File: config.mk
export PLATFORM = sky130hd
export DESIGN_NAME = tsm_ctrl
export DESIGN_NICKNAME = d
export VERILOG_FILES = /design/src/rtl/tsm_pkg.sv /design/src/rtl/tsm_ctrl.sv
export SDC_FILE = /design/constraint.sdc
export NUM_CORES = 1
export LEC_CHECK = 0
export ABC_AREA = 1
export BUFFER_PORTS_ARGS = -buffer_cell sky130_fd_sc_hd__buf_2
export CAP_MARGIN = 20
export CELL_PAD_IN_SITES_DETAIL_PLACEMENT = 1
export CELL_PAD_IN_SITES_GLOBAL_PLACEMENT = 2
export CORE_ASPECT_RATIO = 2
export CORE_MARGIN = 8
export CORE_UTILIZATION = 25
export DETAILED_ROUTE_END_ITERATION = 10
export HOLD_SLACK_MARGIN = 0.03
export PLACE_DENSITY_LB_ADDON = 0.1
export SLEW_MARGIN = 20
export SYNTH_ARGS = -nofsm -noshare
export SYNTH_HDL_FRONTEND = slang
export SYNTH_SLANG_ARGS = --single-unit
File: constraint.sdc
create_clock -name clk -period 2.17 [get_ports clk]
set_clock_uncertainty 0.2 [all_clocks]
set_input_delay 0.3255 -clock clk [delete_from_list [all_inputs] [get_ports clk]]
set_output_delay 0.3255 -clock clk [all_outputs]
set_load 0.01 [all_outputs]
File: src/rtl/tsm_pkg.sv
// Shared types, constants and the circle sample generator for the tube mesh block.
`timescale 1ns / 1ps

package tsm_pkg;

    // Point counter width and configuration register indexes
    localparam int PC_W = 10;
    localparam logic [1:0] CFG_PATH_POINTS    = 2'd0;
    localparam logic [1:0] CFG_GEOMETRY_SCALE = 2'd1;
    localparam logic [1:0] CFG_TEX_V_STEP     = 2'd2;

    // CORDIC arctangent steps, binary angle with 2^32 per turn
    localparam longint CORDIC_ATAN [16] = '{
        536870912, 316933406, 167458907, 85004756, 42667331, 21354465,
        10679838, 5340245, 2670163, 1335087, 667544, 333772, 166886, 83443,
        41722, 20861
    };

    // Commands from the controller to the datapath
    typedef struct packed {
        logic       load;
        logic       lxy;
        logic       mul;
        logic       add;
        logic       nrm_step;
        logic       sq_step;
        logic       sqrt_init;
        logic       sqrt_step;
        logic       div_init;
        logic       div_step;
        logic       div_store;
        logic       emit;
        logic [1:0] comp;
    } tsm_cmd_t;

    // Status from the datapath to the controller
    typedef struct packed {
        logic mx_zero;
        logic mx_hi;
        logic mx_lo;
        logic j_last;
        logic out_busy;
    } tsm_stat_t;

    // Cosine (upper half) and sine (lower half) in Q1.14 of a binary angle
    function automatic logic [31:0] circle_sample(input logic [31:0] ang);
        logic [31:0] q;
        logic [31:0] zu;
        longint      x;
        longint      y;
        longint      z;
        longint      dx;
        longint      dy;
        longint      c;
        longint      s;
        longint      rc;
        longint      rs;
        q  = ((ang + 32'h2000_0000) >> 30) & 32'd3;
        zu = ang - (q << 30);
        z  = longint'($signed(zu));
        x  = 652032874;
        y  = 0;
        for (int i = 0; i < 16; i++)
        begin
            dx = y >>> i;
            dy = x >>> i;
            if (z >= 0)
            begin
                x = x - dx;
                y = y + dy;
                z = z - CORDIC_ATAN[i];
            end
            else
            begin
                x = x + dx;
                y = y - dy;
                z = z + CORDIC_ATAN[i];
            end
        end
        case (q[1:0])
            2'd0:    begin c = x;  s = y;  end
            2'd1:    begin c = -y; s = x;  end
            2'd2:    begin c = -x; s = -y; end
            default: begin c = y;  s = -x; end
        endcase
        rc = (c + 32768) >>> 16;
        rs = (s + 32768) >>> 16;
        if (rc > 16384)  rc = 16384;
        if (rc < -16384) rc = -16384;
        if (rs > 16384)  rs = 16384;
        if (rs < -16384) rs = -16384;
        return {rc[15:0], rs[15:0]};
    endfunction

endpackage

File: src/rtl/tsm_ctrl.sv
// Sequencer that steps the datapath through each vertex of a ring.
`timescale 1ns / 1ps

module tsm_ctrl (
    input  logic               clk,
    input  logic               rst_n,
    input  logic               in_valid,
    output logic               in_ready,
    input  tsm_pkg::tsm_stat_t stat,
    output tsm_pkg::tsm_cmd_t  cmd
);
    import tsm_pkg::*;

    localparam logic [3:0] ST_IDLE = 4'd0;
    localparam logic [3:0] ST_LXY  = 4'd1;
    localparam logic [3:0] ST_MUL  = 4'd2;
    localparam logic [3:0] ST_ADD  = 4'd3;
    localparam logic [3:0] ST_NRM  = 4'd4;
    localparam logic [3:0] ST_SQ   = 4'd5;
    localparam logic [3:0] ST_SQI  = 4'd6;
    localparam logic [3:0] ST_SQRT = 4'd7;
    localparam logic [3:0] ST_DIVI = 4'd8;
    localparam logic [3:0] ST_DIV  = 4'd9;
    localparam logic [3:0] ST_DIVS = 4'd10;
    localparam logic [3:0] ST_EMIT = 4'd11;

    logic [3:0] state_reg;
    logic [3:0] state_next;
    logic [1:0] comp_reg;
    logic [1:0] comp_next;
    logic [4:0] step_reg;
    logic [4:0] step_next;

    // Next state and commands
    always_comb
    begin
        state_next = state_reg;
        comp_next  = comp_reg;
        step_next  = step_reg;
        cmd        = '0;
        cmd.comp   = comp_reg;
        in_ready   = 1'b0;
        case (state_reg)
            ST_IDLE:
            begin
                in_ready = 1'b1;
                if (in_valid)
                begin
                    cmd.load   = 1'b1;
                    state_next = ST_LXY;
                end
            end
            ST_LXY:
            begin
                cmd.lxy    = 1'b1;
                comp_next  = 2'd0;
                state_next = ST_MUL;
            end
            ST_MUL:
            begin
                cmd.mul    = 1'b1;
                state_next = ST_ADD;
            end
            ST_ADD:
            begin
                cmd.add = 1'b1;
                if (comp_reg == 2'd2)
                begin
                    state_next = ST_NRM;
                end
                else
                begin
                    comp_next  = comp_reg + 2'd1;
                    state_next = ST_MUL;
                end
            end
            ST_NRM:
            begin
                cmd.nrm_step = 1'b1;
                if (stat.mx_zero)
                begin
                    state_next = ST_EMIT;
                end
                else if (!stat.mx_hi && !stat.mx_lo)
                begin
                    step_next  = 5'd0;
                    state_next = ST_SQ;
                end
            end
            ST_SQ:
            begin
                cmd.sq_step = 1'b1;
                cmd.comp    = step_reg[1:0];
                step_next   = step_reg + 5'd1;
                if (step_reg == 5'd3)
                begin
                    state_next = ST_SQI;
                end
            end
            ST_SQI:
            begin
                cmd.sqrt_init = 1'b1;
                step_next     = 5'd0;
                state_next    = ST_SQRT;
            end
            ST_SQRT:
            begin
                cmd.sqrt_step = 1'b1;
                step_next     = step_reg + 5'd1;
                if (step_reg == 5'd31)
                begin
                    comp_next  = 2'd0;
                    state_next = ST_DIVI;
                end
            end
            ST_DIVI:
            begin
                cmd.div_init = 1'b1;
                step_next    = 5'd0;
                state_next   = ST_DIV;
            end
            ST_DIV:
            begin
                cmd.div_step = 1'b1;
                step_next    = step_reg + 5'd1;
                if (step_reg == 5'd15)
                begin
                    state_next = ST_DIVS;
                end
            end
            ST_DIVS:
            begin
                cmd.div_store = 1'b1;
                if (comp_reg == 2'd2)
                begin
                    state_next = ST_EMIT;
                end
                else
                begin
                    comp_next  = comp_reg + 2'd1;
                    state_next = ST_DIVI;
                end
            end
            ST_EMIT:
            begin
                if (!stat.out_busy)
                begin
                    cmd.emit   = 1'b1;
                    state_next = stat.j_last ? ST_IDLE : ST_LXY;
                end
            end
            default:
            begin
                state_next = ST_IDLE;
            end
        endcase
    end

    // Hold state and loop counters
    always_ff @(posedge clk or negedge rst_n)
    begin
        if (!rst_n)
        begin
            state_reg <= ST_IDLE;
            comp_reg  <= 2'd0;
            step_reg  <= 5'd0;
        end
        else
        begin
            state_reg <= state_next;
            comp_reg  <= comp_next;
            step_reg  <= step_next;
        end
    end

    // Never overwrite a word the receiver has not taken
    a_emit_free: assert property (@(posedge clk) disable iff (!rst_n)
        cmd.emit |-> !stat.out_busy)
        else $error("vertex emitted over a pending word");

    // Division always follows a finished square root
    a_div_after_sqrt: assert property (@(posedge clk) disable iff (!rst_n)
        (state_reg == ST_DIVI && comp_reg == 2'd0) |->
        ($past(state_reg) == ST_SQRT))
        else $error("division started without square root");

    // A new point is taken only after the last vertex of the ring went out
    a_load_after_last: assert property (@(posedge clk) disable iff (!rst_n)
        (cmd.load && $past(state_reg) == ST_EMIT) |-> $past(stat.j_last))
        else $error("new point taken mid ring");

endmodule

* After elaboration in Yosys (flattened, before gate mapping)
Index checks and enable logic that the tools add are counted.
** Word-level totals
- Input bits :: 8
- Register bits after elaboration :: 11
- Logic and storage cells :: 74
** Cells by class
- Reduce and logical (&&, ||, !) cells :: 12
- Equal/unequal tests :: 24
- Mux-type cells :: 33
- Add/subtract/negate cells :: 2
** Operator list (number)
- $pmux W4 S12 :: 1
- $mux W4 :: 7
- $eq A4 B3 Y1 const B :: 4
- $eq A4 B4 Y1 const B :: 4
- $mux W1 :: 16
- $ne A2 B2 Y1 const B :: 8
- $pmux W5 S3 :: 1
- $mux W5 :: 2
- $eq A4 B2 Y1 const B :: 2
- $mux W2 :: 4
- $pmux W2 S3 :: 1
- $reduce_and A3 Y1 :: 2
- $reduce_and A6 Y1 :: 1
- $reduce_bool A3 Y1 :: 2
- $add A5 B1 Y5 const B :: 1
- $eq A5 B2 Y1 const B :: 1
- $eq A5 B4 Y1 const B :: 1
- $eq A5 B5 Y1 const B :: 1
- $eq A4 B1 Y1 const B :: 1
- $logic_not A4 Y1 :: 1
- $reduce_or A2 Y1 :: 2
- $mux W3 :: 1
- $ne A3 B3 Y1 const B :: 1
- $reduce_or A3 Y1 :: 1
- 4 further kinds :: 5

* Logic depth before layout (Yosys ltp)
- Depth after elaboration :: 5
- Gate-level depth with buffers :: 12
- Gate-level depth less buffers :: 12

* Worst setup path before layout
OpenSTA, ideal clock, no wires.
- Path kind :: register -> output
- From :: register state_reg[3]
- To :: output port cmd[1] in the netlist's numbering
- Data required time :: 1645 ps
- Setup slack :: 431 ps
- Stages on the path, launching flop included :: 5
- Path buffers :: 0
- Arrival time :: 1213 ps
- Cell sequence :: dfrtp_1 -> inv_1 -> nand2_1 -> nor2_2 -> mux2_2
** RTL lines
- start, declared :: line tsm_ctrl.sv:27 : logic [3:0] state_reg;
- start signal, assigned :: line tsm_ctrl.sv:170 : state_reg <= state_next;
- end, declared :: line tsm_ctrl.sv:10 : output tsm_pkg::tsm_cmd_t cmd

==> reports/summary.txt <==
Setup violation total in the final timing report -> 0
Clock transition time at the flip-flop clock pins of the worst setup and hold paths -> 60 ps
Leak Pwr -> 0.000698 µW
Core box area -> 0.00357 mm²
Int Power -> 339 µW
Post-detailed-placement cell area -> 0.00110 mm²
Finished Layout Cells -> 232
Multi-input gate area -> 543 µm²
Number of DRC violations after detailed-routing iteration 0 -> 15
CTS sink cnt -> 11
Total detailed-routing wirelength -> 3300 µm
Clock tree from TritonCTS -> done
WP data required -> 1640 ps
Final period utilization -> 0.939
RSZ-0062 raised after global routing -> false
Vias per cell -> 4.47
Wire length of the first global-routing pass -> 5590 µm
Die Y-Extent -> 101 µm
Share of synthesized area occupied by flip-flops and latches -> 0.302
Root buffer cell -> sky130_fd_sc_hd__clkbuf_8
Slew of the pin with the lowest slew margin -> 486 ps
Combined global-route utilization of all metal layers -> 0.124
Total of buffers placed on input and output ports -> 22
Switching share of total power -> 0.214
Setup tns final -> 0 ps
Netlist Area Pre-Place -> 911 µm²
Skew-Pair Late Insertion Delay -> 250 ps
Number of clock buffers inserted by TritonCTS -> 3
Post-Synthesis Mean Instance Area -> 5.95 µm²
# nets final -> 196
Number of nets in the synthesized netlist -> 165
Arrival @ worst endpoint -> 1510 ps
Initial core utilization -> 0.255
Fill cell count -> 522
IO Pins -> 23
Worst-path maximum fanout -> 5
Clock group share of total power -> 0.489
Pins over their slew limit -> 0
Startpoint type of the worst setup path -> register
Power density over the cells -> 367 mW/mm²
Fmax achieved -> 0.491 GHz
Crit path time final -> 2040 ps
Critical path capture point type -> primary output
Switching power -> 92.4 µW
Max IR drop VDD -> 0.328 mV
Core occupancy in the finished layout -> 0.329
Post-DP HPWL -> 2900 µm
Row count -> 31
Result of the run -> completed
H-tree level count -> 1
Mapped Cells -> 153
Maximum buffer depth of the clock tree -> 2
Inserted Diodes -> 0
Combinational share of power -> 0.035
Register area -> 275 µm²
Via total after detailed routing -> 1037
Detail-routed net length per standard cell -> 14.2 µm
Number of distinct library cell variants in the gate-level netlist after synthesis -> 18
Hold violation count in the final report -> 0
Critical setup path kind -> register to primary output
Share of cells above drive strength 1 -> 0.208
Residual antenna-violating net count after detailed routing -> 0
Flip-flop count of the largest register, all copies and words added -> 5
Worst slew margin relative to its limit -> 0.673
Number of global-route vias before repair -> 1152
Die Span X -> 58.7 µm
Largest net degree at the start of global routing -> 12
First-pass DRT Iterations -> 2
Total number of yosys warnings -> 0
Flops & latches, synth -> 11
Area of all placed cells without fillers -> 0.00117 mm²
Grt ovf -> 0
Count of placed standard cells including taps -> 226
Routability-driven placement congestion ratio -> 0.829
Worst hold-check path type -> register to register
Max-cap violation count -> 0
Area of the die -> 0.00595 mm²
Area growth from synthesis to layout -> 28.8%
Sequential share of power -> 0.476
Number of antenna violations at the first check in global routing -> 0
Drt drc -> 0
## worst max-delay path, stage by stage, from the launching register on
cell                      delay [ps]
sky130_fd_sc_hd__dfrtp_1         420
sky130_fd_sc_hd__inv_1           120
sky130_fd_sc_hd__nand2_2         110
sky130_fd_sc_hd__nor2_4          140
sky130_fd_sc_hd__mux2_2          330
sky130_fd_sc_hd__buf_2           140
## placed cells by master, fill, tap and decap left out, drive strengths merged, types with 2 or more instances in the layout
master	synthesis	layout
buf	0	25
clkbuf	0	3
dfrtp	11	11
ha	4	4
inv	28	28
nand2	63	63
nand3	10	10
nand4	3	3
nor2	18	18
nor3	3	3
o21ai	6	6
or2	2	2
## path summary, 6_finish.rpt
path / start / end / slack (ps) / cells after the start
worst min register to register: comp_reg[0] / comp_reg[0] / 270 / 2
max in group asynchronous: rst_n / comp_reg[0] / 1260 / 2
worst max register to register: step_reg[1] / state_reg[0] / 240 / 12
worst max-delay path: state_reg[3] / cmd[1] / 130 / 5
min in group asynchronous: rst_n / step_reg[2] / 280 / 2
worst min-delay path: comp_reg[0] / comp_reg[0] / 270 / 2
## timing repair
| item | CTS | global route |
|---|---|---|
| buffers inserted | 0 | 1 |
| hold buffers | 1 | 0 |
| endpoints found under the hold margin | 11 | 0 |
| setup endpoints to repair | 0 | 6 |
| resized for setup | 0 | 4 |
## cells by family after synthesis
family / after synthesis / share of synthesized area
XOR/XNOR: 1 / 0.00962
AO/OA/AOI/OAI: 8 / 0.0549
buffers and inverters: 28 / 0.115
AND/OR/NAND/NOR: 100 / 0.451
adder cells (fa/ha/maj): 4 / 0.0549
multiplexers: 1 / 0.0124
flip-flops: 11 / 0.302
## layout make-up
class / instances / area share
Inverter: 28 / 0.0896
Tap cell: 49 / 0.0522
Clock inverter: 1 / 0.00426
Timing Repair Buffer: 26 / 0.122
Multi-Input combinational cell: 114 / 0.463
Sequential cell: 11 / 0.235
Clock buffer: 3 / 0.0352
## power by group through the flow
stage | Sequential (µW) | Combinational, µW | Clock [µW]
after floorplan | 209 | 2.76 | 0
after global placement | 209 | 13.9 | 0
after detailed placement | 209 | 14.3 | 0
after CTS | 205 | 15.8 | 225
after global routing | 205 | 17.6 | 229
final | 205 | 15.1 | 211
## metrics by stage
| step | setup WS, ps | total power (µW) | hold WS, ps |
|---|---|---|---|
| floorplan | 431 | 212 | -170 |
| global placement | 230 | 223 | 14.6 |
| detailed placement | 121 | 223 | 22.2 |
| CTS | 40.0 | 446 | 269 |
| global route | 13.5 | 451 | 307 |
| finish | 131 | 431 | 268 |
## layer usage
layer  vias to the layer above  part of all wire  GRT usage
met5                         -                 0          0
met4                         0             0.023     0.0538
met3                         7             0.050     0.0254
met2                        24              0.58      0.247
met1                       482              0.35      0.112
li1                        524                 -          -
## Yosys cell counts (all sizes together)
library cell | instances | area, µm²
or2 | 2 | 12.5
xor2 | 1 | 8.76
a21oi | 1 | 5.00
nor3 | 3 | 15.0
inv | 28 | 105
nand3b | 1 | 7.51
dfrtp | 11 | 275
ha | 4 | 50.1
nand2 | 63 | 236
o21ai | 6 | 37.5
nor2 | 18 | 70.1
o211ai | 1 | 7.51
nand4 | 3 | 18.8
nand3 | 10 | 50.1
mux2 | 1 | 11.3
No activity file was read; power rests on OpenSTA's default activity.
